--- src/rtl/core/xm1k_pkg.sv ---
package xm1k_pkg;

  // link control characters
  localparam logic [7:0] CH_SOH  = 8'h01;
  localparam logic [7:0] CH_EOT  = 8'h04;
  localparam logic [7:0] CH_ACK  = 8'h06;
  localparam logic [7:0] CH_NAK  = 8'h15;
  localparam logic [7:0] CH_POLL = 8'h43;

  // command codes
  localparam logic [1:0] CMD_START   = 2'd0;
  localparam logic [1:0] CMD_BYTE    = 2'd1;
  localparam logic [1:0] CMD_TIMEOUT = 2'd2;

  // timer_restart codes
  localparam logic [1:0] TMR_NONE   = 2'd0;
  localparam logic [1:0] TMR_POLL   = 2'd1;
  localparam logic [1:0] TMR_PACKET = 2'd2;

  // status codes
  localparam logic [2:0] ST_IDLE    = 3'd0;
  localparam logic [2:0] ST_WORKING = 3'd1;
  localparam logic [2:0] ST_TRAILER = 3'd2;
  localparam logic [2:0] ST_DONE    = 3'd3;
  localparam logic [2:0] ST_FAILED  = 3'd4;

  localparam logic [7:0] MAX_RETRIES_RST = 8'd10;
  localparam logic [3:0] TRAILER_BYTES   = 4'd8;

  typedef enum logic [5:0] {
    PH_IDLE    = 6'b000001,
    PH_CONNECT = 6'b000010,
    PH_RECV    = 6'b000100,
    PH_TRAILER = 6'b001000,
    PH_DONE    = 6'b010000,
    PH_FAILED  = 6'b100000
  } phase_e;

  typedef struct packed {
    logic [1:0] command;
    logic [7:0] rx_byte;
  } in_req_t;

  typedef struct packed {
    logic        tx_valid;
    logic [7:0]  tx_byte;
    logic [1:0]  timer_restart;
    logic        data_valid;
    logic [9:0]  data_index;
    logic [7:0]  data_byte;
    logic        block_good;
    logic [15:0] frame_number;
    logic [2:0]  status;
    logic [31:0] image_size;
    logic [31:0] image_crc;
  } out_rsp_t;

  // CRC-16/XMODEM, one byte, MSB first
  function automatic logic [15:0] crc16_byte(input logic [15:0] crc, input logic [7:0] b);
    logic [15:0] c;
    c = crc ^ {b, 8'h00};
    for (int i = 0; i < 8; i++) begin
      if (c[15]) begin
        c = {c[14:0], 1'b0} ^ 16'h1021;
      end else begin
        c = {c[14:0], 1'b0};
      end
    end
    return c;
  endfunction

  function automatic logic [2:0] status_of(input phase_e ph);
    logic [2:0] s;
    case (ph)
      PH_IDLE:    s = ST_IDLE;
      PH_CONNECT: s = ST_WORKING;
      PH_RECV:    s = ST_WORKING;
      PH_TRAILER: s = ST_TRAILER;
      PH_DONE:    s = ST_DONE;
      default:    s = ST_FAILED;
    endcase
    return s;
  endfunction

endpackage

--- src/rtl/core/xmodem1k_receiver_unit.sv ---
// channel  | direction | handshake            | payload
// ---------+-----------+----------------------+--------------------------
// in       | input     | in_valid_i/in_stall_o   | in_req_i  (in_req_t)
// out      | output    | out_valid_o/out_stall_i | out_rsp_o (out_rsp_t)
// cfg      | input     | cfg_valid_i/cfg_ready_o | cfg_data_i (max_retries)
//
// One request per cycle while in_stall_o is low; every accepted request yields one
// result, in the cycle after it is taken. All state update and the byte-wide CRC
// step sit between the input port and the result register, so throughput is set by that single register stage.
// in_stall_o is high only while a result is held and out_stall_i is high.
// Reset is asynchronous; requests are accepted as soon as it is released.
module xmodem1k_receiver_unit
  import xm1k_pkg::*;
#(
  parameter int PAYLOAD_LEN = 1024
) (
  input  logic     clk_i,
  input  logic     rst_ni,
  input  logic     in_valid_i,
  output logic     in_stall_o,
  input  in_req_t  in_req_i,
  output logic     out_valid_o,
  input  logic     out_stall_i,
  output out_rsp_t out_rsp_o,
  input  logic     cfg_valid_i,
  output logic     cfg_ready_o,
  input  logic [7:0] cfg_data_i
);

  localparam int PosW = $clog2(PAYLOAD_LEN + 5);
  localparam logic [PosW-1:0] PosCrcHi = PosW'(PAYLOAD_LEN + 3);
  localparam logic [PosW-1:0] PosCrcLo = PosW'(PAYLOAD_LEN + 4);

  phase_e          phase_q, phase_d;
  logic [PosW-1:0] pos_q, pos_d;
  logic [15:0]     frame_q, frame_d;
  logic [15:0]     rcrc_q, rcrc_d;
  logic [15:0]     crc_q, crc_d;
  logic [7:0]      retries_q, retries_d;
  logic [3:0]      tcnt_q, tcnt_d;
  logic [63:0]     tshift_q, tshift_d;
  logic [7:0]      max_retries_q;
  logic            out_valid_q;
  out_rsp_t        out_rsp_q, rsp_d;
  logic            in_acc;
  logic [PosW-1:0] pos_m3;
  logic [7:0]      b;

  assign in_stall_o  = out_valid_q & out_stall_i;
  assign in_acc      = in_valid_i & ~in_stall_o;
  assign cfg_ready_o = 1'b1;
  assign out_valid_o = out_valid_q;
  assign out_rsp_o   = out_rsp_q;
  assign b           = in_req_i.rx_byte;
  assign pos_m3      = pos_q - PosW'(3);

  always_comb begin
    phase_d   = phase_q;
    pos_d     = pos_q;
    frame_d   = frame_q;
    rcrc_d    = rcrc_q;
    crc_d     = crc_q;
    retries_d = retries_q;
    tcnt_d    = tcnt_q;
    tshift_d  = tshift_q;
    rsp_d     = '0;

    case (in_req_i.command)
      CMD_START: begin
        rsp_d.tx_valid      = 1'b1;
        rsp_d.tx_byte       = CH_POLL;
        rsp_d.timer_restart = TMR_POLL;
        retries_d           = max_retries_q;
        phase_d             = PH_CONNECT;
        pos_d               = '0;
        crc_d               = '0;
        tcnt_d              = '0;
        tshift_d            = '0;
      end
      CMD_BYTE: begin
        case (phase_q)
          PH_CONNECT: begin
            if (b == CH_SOH) begin
              pos_d               = PosW'(1);
              crc_d               = '0;
              rsp_d.timer_restart = TMR_PACKET;
              phase_d             = PH_RECV;
            end
          end
          PH_RECV: begin
            if (pos_q == '0) begin
              // between blocks: next SOH or end of transfer
              if (b == CH_SOH) begin
                pos_d               = PosW'(1);
                crc_d               = '0;
                rsp_d.timer_restart = TMR_PACKET;
              end else if (b == CH_EOT) begin
                phase_d  = PH_TRAILER;
                tcnt_d   = '0;
                tshift_d = '0;
              end
            end else if (pos_q == PosW'(1)) begin
              frame_d = {8'h00, b};
              pos_d   = PosW'(2);
            end else if (pos_q == PosW'(2)) begin
              frame_d = {frame_q[7:0], b};
              pos_d   = PosW'(3);
            end else if (pos_q == PosCrcHi) begin
              rcrc_d = {8'h00, b};
              pos_d  = pos_q + PosW'(1);
            end else if (pos_q >= PosCrcLo) begin
              rcrc_d         = {rcrc_q[7:0], b};
              rsp_d.tx_valid = 1'b1;
              if (rcrc_d == crc_q) begin
                rsp_d.tx_byte    = CH_ACK;
                rsp_d.block_good = 1'b1;
              end else begin
                rsp_d.tx_byte = CH_NAK;
              end
              pos_d = '0;
            end else begin
              rsp_d.data_valid = 1'b1;
              rsp_d.data_index = 10'(pos_m3);
              rsp_d.data_byte  = b;
              crc_d            = crc16_byte(crc_q, b);
              pos_d            = pos_q + PosW'(1);
            end
          end
          PH_TRAILER: begin
            tshift_d = {tshift_q[55:0], b};
            tcnt_d   = tcnt_q + 4'd1;
            if (tcnt_d >= TRAILER_BYTES) begin
              phase_d = PH_DONE;
            end
          end
          default: ;
        endcase
      end
      CMD_TIMEOUT: begin
        if (phase_q == PH_CONNECT || phase_q == PH_RECV) begin
          if (retries_q != '0) begin
            retries_d           = retries_q - 8'd1;
            rsp_d.tx_valid      = 1'b1;
            rsp_d.timer_restart = TMR_POLL;
            if (phase_q == PH_CONNECT) begin
              rsp_d.tx_byte = CH_POLL;
            end else begin
              rsp_d.tx_byte = CH_NAK;
              pos_d         = '0;
            end
          end else begin
            phase_d = PH_FAILED;
          end
        end
      end
      default: ;
    endcase

    rsp_d.frame_number = frame_d;
    rsp_d.status       = status_of(phase_d);
    if (phase_d == PH_DONE) begin
      rsp_d.image_size = tshift_d[63:32];
      rsp_d.image_crc  = tshift_d[31:0];
    end
  end

  always_ff @(posedge clk_i or negedge rst_ni) begin
    if (!rst_ni) begin
      phase_q       <= PH_IDLE;
      pos_q         <= '0;
      frame_q       <= '0;
      rcrc_q        <= '0;
      crc_q         <= '0;
      retries_q     <= '0;
      tcnt_q        <= '0;
      tshift_q      <= '0;
      max_retries_q <= MAX_RETRIES_RST;
      out_valid_q   <= 1'b0;
    end else begin
      if (cfg_valid_i) begin
        max_retries_q <= cfg_data_i;
      end
      if (in_acc) begin
        phase_q   <= phase_d;
        pos_q     <= pos_d;
        frame_q   <= frame_d;
        rcrc_q    <= rcrc_d;
        crc_q     <= crc_d;
        retries_q <= retries_d;
        tcnt_q    <= tcnt_d;
        tshift_q  <= tshift_d;
      end
      if (in_acc) begin
        out_valid_q <= 1'b1;
      end else if (!out_stall_i) begin
        out_valid_q <= 1'b0;
      end
    end
  end

  always_ff @(posedge clk_i) begin
    if (in_acc) begin
      out_rsp_q <= rsp_d;
    end
  end

endmodule

--- config.mk ---
export PLATFORM = sky130hd
export DESIGN_NAME = xmodem1k_receiver_unit
export DESIGN_NICKNAME = d
export VERILOG_FILES = /design/src/rtl/core/xm1k_pkg.sv /design/src/rtl/core/xmodem1k_receiver_unit.sv
export SDC_FILE = /design/constraint.sdc
export NUM_CORES = 1
export LEC_CHECK = 0
export BUFFER_PORTS_ARGS = -buffer_cell sky130_fd_sc_hd__buf_2
export CORE_MARGIN = 2
export CORE_UTILIZATION = 58
export DETAILED_ROUTE_END_ITERATION = 8
export GPL_ROUTABILITY_DRIVEN = 0
export PLACE_DENSITY = 0.8
export SKIP_CTS_REPAIR_TIMING = 1
export SYNTH_ARGS = -nofsm -noshare
export SYNTH_HDL_FRONTEND = slang
export SYNTH_SLANG_ARGS = --single-unit
--- constraint.sdc ---
create_clock -name clk_i -period 12 [get_ports clk_i]
set_clock_uncertainty 0.15 [all_clocks]
set_input_delay 1.2 -clock clk_i [delete_from_list [all_inputs] [get_ports clk_i]]
set_output_delay 1.2 -clock clk_i [all_outputs]
set_load 0.005 [all_outputs]
==> metrics.csv <==
stage;metric;value;unit
hold_path;min_path_type;reg2reg;
worst_setup_path;critical_path_required;12280;ps
clocking;htree_levels;1;
floorplanning;die-width;144.6;um
worst_setup_path;critPathMaxFanout;82;
place;post-place-ws;7591;ps
synth;ys_seq_elements;253;
worst_setup_path;worstPathArrival;4200;ps
timing;tns;0;ps
global_routing;grt_max_degree;83;
drt;dr_wl_met2;12270;um
worst_setup_path;cp_slowest_cell;buf_4;
drt;dr.pass1.iters;5;
cells_and_area;utilization;0.6735;
worst_setup_path;crit_start;out_stall_i;
synth;synthFlopType;dfrtp_1;
timing;max_slew.worst_pin.slew;1159;ps
hold_path;min_to;tshift_q[61]$_DFFE_PN0P_;
floorplanning;die_h;144.6;um
worst_setup_path;criticalPathCategory;in2reg;
clocking;ctsRootBufferMaster;clkbuf_16;
worst_setup_path;critPathLaunchType;input pin;
synth;ys_seq_area_frac;0.6011;
synth;yosysWarningCount;0;
hold_path;holdCritStartpoint;tshift_q[61]$_DFFE_PN0P_;
worst_setup_path;r2r_end;out_rsp_o[64]$_DFFE_PP_;
drt;vias;8181;
synth;syn_area;11460;um^2
cells_and_area;layout_common_cells;dfrtp_1, buf_2, edfxtp_1, a22o_1, nor2_1;
synth;synth_edf_count;111;
global_routing;grt_usage;0.2477;
cells_and_area;area_growth;13.97;%
timing;min_period;3919;ps
drt;routedWlPerCell;18.97;um
synth;synth_area_leaders;dfrtp_1, edfxtp_1, a22o_1;
timing;timing.hold.ws;356.6;ps
cells_and_area;antennaDiodeCount;0;
power_and_ir_drop;ir_worst_vdd;0.0001353;V
timing;min_period_over_period;0.3266;
timing;slew_viol_final;0;
synth;synthCells;964;
global_routing;grt_overflow;0;
power_and_ir_drop;leakage;5.680;nW
timing;setup_viol;0;
timing;rsz0062_at_grt;no;
timing;fin_ws;8081;ps
worst_setup_path;worst-path-buf-inv;3;
worst_setup_path;crit_family;buffers and inverters;
worst_setup_path;crit_path_end_kind;flop;
place;hpwl;15960;um
hold_path;min_path_cells;1;
cells_and_area;nNetsFinal;1091;
synth;syn_avg_cell_area;11.89;um^2
clocking;clock-sinks;253;
floorplanning;io_pins;140;
clocking;cts_buffer_depth;3;
floorplanning;core_area;19400;um^2
timing;max_freq;0.2552;GHz
clocking;numCtsBuffers;27;
synth;synth_top_area_cell;dfrtp_1;
synth;async_flop_share;0.5613;
drt;drc;0;
clocking;cts_tree;done;
cells_and_area;final_common_cell;dfrtp_1;
drt;wl_met1;10750;um
worst_setup_path;cp_common_cell;nand2_1;
worst_setup_path;reg2reg_setup_slack;8400;ps
synth;yosysUniqueCellTypes;69;
place;place.port_buffers;135;
flow_run;drv_cap;0;
floorplanning;num_rows;51;
drt;vias_per_cell;6.073;
worst_setup_path;slowest_delay;870;ps
worst_setup_path;crit_chain;buf_2 > nand2_1 > nand2_1 > inv_4 > buf_4 > nand2b_1 > a22o_1;
timing;relSlewSlack;0.2266;
timing;final-hold-violation-count;0;
global_routing;antenna_found_initial;0;
synth;synth_top_area_frac;0.3034;
power_and_ir_drop;cellPowerDensity;145.6;nW/um^2
worst_setup_path;timing.rr.start;retries_q[0]$_DFFE_PN0P_;
drt;highest_layer;met4;
floorplanning;dieArea;20900;um^2
global_routing;grt_pass1_wl;41000;um
floorplanning;start_util;0.5909;
global_routing;grt_pass1_vias;7724;
drt;drt_wl_total;25560;um
worst_setup_path;r2r_cells;10;
drt;ant_nets;0;
drt;wl_met3;1751;um
cells_and_area;drive_above_1_share;0.2200;
clocking;clk_latency;550;ps
status;outcome;finished clean;
clocking;path_clk_slew;60;ps
drt;drtIter0Drc;742;
-- through the flow --
step                      cells  power, W  cell area, um^2
after CTS                  1347  0.001916            13070
after global placement     1298  0.001112            12200
final                      1347  0.001903            13070
after floorplan             966  0.001064            11470
after global routing       1347  0.001972            13070
after detailed placement   1298  0.001117            12200
-- registers in the layout (all words and copies together) (netlist names), 8 cells and up --
| signal | flops |
|---|---|
| frame_q | 16 |
| max_retries_q | 8 |
| tshift_q | 64 |
| crc_q | 16 |
| retries_q | 8 |
| pos_q | 11 |
| rcrc_q | 8 |
| out_rsp_o | 111 |
-- synth_stat cells (6+ instances only) --
cell type  instances
nor4_1            10
and2_1            13
nand4_1            8
a21oi_1           20
a21o_1             6
inv_1             15
edfxtp_1         111
buf_6              8
nor2b_1            6
a22o_1           103
a22oi_1           66
mux2_2            25
dfrtp_1          139
nor2_1           103
xnor2_1           20
and3_1             8
buf_4              7
nand2_1           60
o21ai_0           42
nor3_1            10
nand3_1           12
ha_1               6
nand2b_1           7
clkbuf_1          54
xor2_1            32
-- area by class of cell --
type / instances / area [um^2]
Tap cell: 265 / 331.6
Fill cell: 1437 / 6334
Clock inverter: 15 / 118.9
Sequential cell: 253 / 6890
Multi-Input combinational cell: 622 / 4184
Clock buffer: 34 / 743.2
Timing Repair Buffer: 142 / 734.5
Inverter: 16 / 62.56
-- power breakdown --
part / switching [W] / leakage (nW) / internal, W
Clock: 0.000339 / 0.428 / 0.000462
Combinational: 0.0000900 / 2.20 / 0.0000501
Sequential: 0.0000238 / 3.05 / 0.000938
-- kinds of logic after synthesis --
kind of cell | synth area share
AOI/OAI and AO/OA | 0.1742
and+or+nand+nor | 0.1154
DFF | 0.6011
buffers and inverters | 0.03787
xor gates and xnor gates | 0.03973
muxes | 0.02456
adders and majority gates | 0.006549
other | 0.0006551
-- worst max-delay path by stage --
stage                                      end  slack, ps  cells past startpoint
floorplan           out_rsp_o[0]$_SDFFCE_PP0P_       6440                      5
global placement        frame_q[9]$_DFFE_PN0P_       7730                      7
detailed placement     frame_q[13]$_DFFE_PN0P_       7590                      7
CTS                    frame_q[12]$_DFFE_PN0P_       8130                      7
global route           frame_q[12]$_DFFE_PN0P_       7860                      7
finish                 frame_q[12]$_DFFE_PN0P_       8080                      7
-- per-layer routing --
layer	vias to the layer above	global-route usage
li1	3753	-
met1	4009	0.3549
met2	350	0.3944
met3	69	0.03675
met4	0	0.07920
met5	-	0
Power figures use the tool's default switching activity.
